--- src/rtl/core/salcp_pkg.sv ---
// Package for the suffix array / LCP builder.
// Transaction structs, opcodes, status codes and controller command/status types.
`timescale 1ns / 1ps
package salcp_pkg;
    localparam logic OP_LOAD = 1'b0;
    localparam logic OP_READ = 1'b1;

    localparam logic [1:0] ST_OK       = 2'd0;
    localparam logic [1:0] ST_BAD      = 2'd1;
    localparam logic [1:0] ST_OVERFLOW = 2'd2;

    typedef struct packed {
        logic       opcode;
        logic [4:0] symbol;
        logic       last_symbol;
        logic [9:0] rank_index;
    } req_t;

    typedef struct packed {
        logic [9:0] suffix_start;
        logic [9:0] common_prefix;
        logic [1:0] status;
    } rsp_t;

    // datapath operations issued by the controller
    typedef enum logic [3:0] {
        OPC_NOP     = 4'd0,
        OPC_INIT    = 4'd1,  // rank=text, second=identity
        OPC_CLR     = 4'd2,  // clear bucket counts
        OPC_HIST    = 4'd3,  // count ranks
        OPC_PSUM    = 4'd4,  // prefix sum over buckets
        OPC_SCAT    = 4'd5,  // scatter into suffix order
        OPC_SK_TAIL = 4'd6,  // second key: tail positions
        OPC_SK_BODY = 4'd7,  // second key: shifted suffixes
        OPC_COPY    = 4'd8,  // old rank = rank
        OPC_RERANK  = 4'd9,  // new ranks
        OPC_LCP     = 4'd10, // Kasai
        OPC_NEXTJ   = 4'd11  // double the step
    } dp_op_t;

    typedef struct packed {
        dp_op_t op;
        logic   start;   // pulse: begin the phase
    } dp_cmd_t;

    typedef struct packed {
        logic done;      // phase finished this cycle
        logic sorted;    // all ranks distinct after last rerank
    } dp_sts_t;
endpackage

--- src/rtl/core/salcp_ctrl.sv ---
// Controller of the suffix array / LCP builder: sequences the build phases.
// Uses salcp_pkg; drives salcp_datapath through dp_cmd_t / dp_sts_t.
`timescale 1ns / 1ps
module salcp_ctrl (
    input  logic               clk,
    input  logic               rst_n,
    input  logic               go,
    output logic               busy,
    output logic               built,
    output salcp_pkg::dp_cmd_t cmd,
    input  salcp_pkg::dp_sts_t sts
);
    import salcp_pkg::*;

    typedef enum logic [10:0] {
        S_IDLE = 11'b00000000001,
        S_INIT = 11'b00000000010,
        S_CLR  = 11'b00000000100,
        S_HIST = 11'b00000001000,
        S_PSUM = 11'b00000010000,
        S_SCAT = 11'b00000100000,
        S_TAIL = 11'b00001000000,
        S_BODY = 11'b00010000000,
        S_COPY = 11'b00100000000,
        S_RRNK = 11'b01000000000,
        S_LCP  = 11'b10000000000
    } state_t;

    state_t state_reg, state_next;
    logic   issued_reg, issued_next;
    logic   first_reg, first_next;   // initial sort, before doubling
    logic   nextj_reg, nextj_next;   // doubling step pending
    logic   built_reg, built_next;

    assign busy  = (state_reg != S_IDLE);
    assign built = built_reg;

    always_ff @(posedge clk or negedge rst_n)
    begin
        if (!rst_n)
        begin
            state_reg  <= S_IDLE;
            issued_reg <= 1'b0;
            first_reg  <= 1'b0;
            nextj_reg  <= 1'b0;
            built_reg  <= 1'b0;
        end
        else
        begin
            state_reg  <= state_next;
            issued_reg <= issued_next;
            first_reg  <= first_next;
            nextj_reg  <= nextj_next;
            built_reg  <= built_next;
        end
    end

    always_comb
    begin
        state_next  = state_reg;
        issued_next = issued_reg;
        first_next  = first_reg;
        nextj_next  = nextj_reg;
        built_next  = built_reg;
        cmd.start   = 1'b0;
        cmd.op      = OPC_NOP;
        unique case (state_reg)
            S_IDLE:  cmd.op = OPC_NOP;
            S_INIT:  cmd.op = OPC_INIT;
            S_CLR:   cmd.op = OPC_CLR;
            S_HIST:  cmd.op = OPC_HIST;
            S_PSUM:  cmd.op = OPC_PSUM;
            S_SCAT:  cmd.op = OPC_SCAT;
            S_TAIL:  cmd.op = OPC_SK_TAIL;
            S_BODY:  cmd.op = OPC_SK_BODY;
            S_COPY:  cmd.op = OPC_COPY;
            S_RRNK:  cmd.op = nextj_reg ? OPC_NEXTJ : OPC_RERANK;
            S_LCP:   cmd.op = OPC_LCP;
            default: cmd.op = OPC_NOP;
        endcase
        if (state_reg == S_IDLE)
        begin
            if (go)
            begin
                state_next  = S_INIT;
                issued_next = 1'b0;
                first_next  = 1'b1;
                built_next  = 1'b0;
            end
        end
        else if (!issued_reg)
        begin
            cmd.start   = 1'b1;
            issued_next = 1'b1;
        end
        else if (sts.done)
        begin
            issued_next = 1'b0;
            unique case (state_reg)
                S_INIT: state_next = S_CLR;
                S_CLR:  state_next = S_HIST;
                S_HIST: state_next = S_PSUM;
                S_PSUM: state_next = S_SCAT;
                S_SCAT:
                begin
                    if (first_reg) begin first_next = 1'b0; state_next = S_TAIL; end
                    else state_next = S_COPY;
                end
                S_TAIL: state_next = S_BODY;
                S_BODY: state_next = S_CLR;
                S_COPY: state_next = S_RRNK;
                S_RRNK:
                begin
                    if (nextj_reg) begin nextj_next = 1'b0; state_next = S_TAIL; end
                    else if (sts.sorted) state_next = S_LCP;
                    else nextj_next = 1'b1;
                end
                S_LCP:  begin state_next = S_IDLE; built_next = 1'b1; end
                default: state_next = S_IDLE;
            endcase
        end
    end

    assert property (@(posedge clk) disable iff (!rst_n)
        (state_reg == S_IDLE) && go |=> busy)
        else $error("build did not begin");
    assert property (@(posedge clk) disable iff (!rst_n) cmd.start |=> !cmd.start)
        else $error("double phase start");
    assert property (@(posedge clk) disable iff (!rst_n)
        (state_reg == S_LCP) && sts.done && issued_reg |=> built_reg)
        else $error("built flag not set");
endmodule

--- config.mk ---
export PLATFORM = sky130hd
export DESIGN_NAME = salcp_ctrl
export DESIGN_NICKNAME = d
export VERILOG_FILES = /design/src/rtl/core/salcp_pkg.sv /design/src/rtl/core/salcp_ctrl.sv
export SDC_FILE = /design/constraint.sdc
export NUM_CORES = 1
export LEC_CHECK = 0
export CORE_MARGIN = 8
export CORE_UTILIZATION = 40
export DETAILED_ROUTE_END_ITERATION = 8
export DONT_BUFFER_PORTS = 1
export MAX_ROUTING_LAYER = met4
export PLACE_DENSITY = 0.6
export SLEW_MARGIN = 15
export SYNTH_ARGS = -nofsm -noshare
export SYNTH_HDL_FRONTEND = slang
export SYNTH_SLANG_ARGS = --single-unit
--- constraint.sdc ---
create_clock -name clk -period 2 [get_ports clk]
set_input_delay 0.4 -clock clk [delete_from_list [all_inputs] [get_ports clk]]
set_output_delay 0.4 -clock clk [all_outputs]
set_load 0.03 [all_outputs]
==> metrics.md <==
| Metric | Value |
|---|---|
| Setup Viol. Count Final | 6 |
| DRC | 0 |
| DR iter-0 viols | 56 |
| Mapped Nets | approximately 110 |
| Hold Fails Final Rpt | 0 |
| Max Transition Viols Final | 0 |
| CTS sink cnt | 15 |
| Layout cells sized above 1 | between 40% and 50% |
| # diodes | 0 |
| Leak pwr | approximately 0.65 nW |
| Final Instance Area | 0.00147 mm2 |
| Top_reg_cell synth | dfrtp_1 |
| Io pins | 12 |
| Setup ws final | -281 ps |
| Max_cap viols | 0 |
| Std-Cell Rows | 18 |
| CTS H-tree depth | 1 |
| DR pass1 iterations | 4 |
| Failing checks | setup timing |
| CTS tree | yes |
| DP Area | between 0.001 and 0.0015 mm2 |
| CP Launch Type | flip-flop |
| CTS Buffer Depth | 2 |
| Status | complete, but fails checks |
| Crit. End Element | output port |
| Inserted Clock Buffers | 3 |
| Commonest non-fill, non-tap cells in the layout | 31 x buf_4, 14 x nor2_1, 8 x dfrtp_1 |
| Fillers | 196 |
| Final ANT Viol Nets | 0 |
| Vias in the first global route | between 1000 and 1500 |
| Pin count of the biggest net entering global routing | 16 |
| Min-Delay Path Class | in -> reg |
| Yosys warning total | 0 |
| Multi-input logic area | 654 um2 |
| EDFF count, synth | 0 |
| Clock Skews | about 10 ps |
| Total track usage | around 14% |
| Highest Clock Rate | 438 MHz |
| Slew margin rel. | about 53% |
| Final-stage net count | around 150 |
| Vias per cell | roughly 5.8 |
| Area leader, netlist | dfrtp_1 |
| FFs w/ async S/R, synth | between 90% and 100% |
| Yosys reg bits | 15 |
| Avg Inst Size Synth | about 9.4 um2 |
| Critical Path RT | around 1600 ps |
| Period utilization | 114% |
| Core Area | roughly 0.0024 mm2 |
| Clock transition at the registers of the reported paths | 80 ps |
| Top post-synthesis cells by area | dfrtp_1 35%, mux2_4 6.0%, nor2_1 5.3% |
| Initial core utilization | roughly 41% |
| Worst skew pair latency | about 300 ps |
| Worst-Margin Slew | about 700 ps |
| Post-synth top area share | a little over a third |
| Sequential cell area | 384 um2 |
| Area grow syn2layout | 47.2% |
| Initial antenna violation count | 0 |
| Sequential share of the synthesized area | between 30% and 40% |
| Final Wtd Congestion | approximately 0.82 |
| CP max FO | 4 |
| Core Util, Final | around 61% |
| Die H | around 66 um |
| Wire per inst | 18.4 um |
| Post-DP HPWL | between 1500 and 2000 um |
| IO buf count | 0 |
| Unrepaired setup endpoints after global routing | true |
| Die area | about 0.0044 mm2 |
| Max reg flops | 11 |
| Root Driver | clkbuf_4 |
| Commonest non-fill, non-tap cell in the layout | buf_4 |
| Die Wd | 66.0 um |
| Post-synthesis cell type count | 39 |
| Power Dens Cells | 1260 mW/mm2 |
| Post-synth design cell area | about 0.001 mm2 |
| DR vias | ~1000 |
| VDD IR max | around 1.1 mV |
| Post-Route WL | between 3000 and 4000 um |
| Grt total ovfl | 0 |
| Critical path arrival | ~1900 ps |
| Post-Syn Instances | 106 |
| First-pass GRT wire length | about 4700 um |
| CP Class | reg -> out |
| Crit path time final | between 2000 and 2500 ps |
-- cells by family after synthesis --
kind of cell,after synthesis,share of synthesized area [%]
simple gates,43,26.2
compound gates,21,14.7
flops,15,37.6
buf+inv,15,7.75
mux,7,9.25
xor+xnor,5,4.38
-- path summary, 6_finish.rpt --
path	startpoint	slack (ps)	to	depth (start not counted)
max	state_reg[4]$_DFFE_PN0P_	-280	cmd[2]	6
min	go	280	issued_reg$_DFFE_PN0N_	2
max reg2reg	state_reg[4]$_DFFE_PN0P_	40	state_reg[6]$_DFFE_PN0P_	7
min reg2reg	state_reg[0]$_DFFE_PN1P_	530	state_reg[0]$_DFFE_PN1P_	2
max in group asynchronous	rst_n	920	state_reg[4]$_DFFE_PN0P_	1
min in group asynchronous	rst_n	580	state_reg[9]$_DFFE_PN0P_	1
-- area by class of cell --
class                      count  share of cell area, %
clock buffer                   4                   1.78
inverter                       8                   2.04
multi-input combinational     76                   44.4
sequential                    15                   26.1
tap                           30                   2.55
timing repair buffer          40                   23.2
-- cells in the mapped netlist (3+ instances only) --
master / n
nor2_1: 14
o21ai_0: 4
nand4_1: 5
and4_1: 3
a21oi_1: 3
mux2_4: 4
inv_1: 8
xor2_1: 3
o32ai_1: 4
nand2_1: 4
dfrtp_1: 14
nand3_1: 5
-- timing repair --
| item | CTS | global route |
|---|---|---|
| buffers inserted | 13 | 7 |
| hold endpoints to repair | 15 | 0 |
| endpoints found under the setup margin | 9 | 6 |
| hold buffers | 1 | 0 |
| gates cloned | 0 | 0 |
| pin swaps | 7 | 7 |
| resized for setup | 16 | 16 |
-- layer usage --
metal / wire length [um] / GRT usage, % / vias to the layer above
li1: - / - / 467
met1: 1320 / 15.8 / 484
met2: 1560 / 24.4 / 46
met3: 161 / 2.37 / 14
met4: 141 / 6.67 / 0
met5: 0 / - / -
-- where the power goes --
part	switching [mW]	internal, mW
logic	0.604	0.595
registers	0.107	0.377
clock network	0.104	0.0777
total	0.814	1.05
-- worst max-delay path, cell delays in order, from the launching register on --
cell	delay (ps)
dfrtp_2	450
nor4_4	330
buf_4	190
nand4_1	140
o21ai_1	150
a221o_1	190
buf_12	130
-- per-stage QoR --
| step | setup TNS, ps | std cells | hold slack, ps | worst slack (ps) | power [mW] |
|---|---|---|---|---|---|
| after CTS | -516 | 167 | 273 | -181 | 1.62 |
| after detailed placement | -9.40 | 149 | 105 | -9.40 | 1.25 |
| after floorplan | 0 | 106 | 104 | 1.59 | 1.04 |
| after global placement | 0 | 149 | 105 | 31.9 | 1.25 |
| final | -951 | 173 | 276 | -281 | 1.86 |
| after global routing | -1630 | 173 | 271 | -354 | 1.95 |
Power figures use the tool's default switching activity.
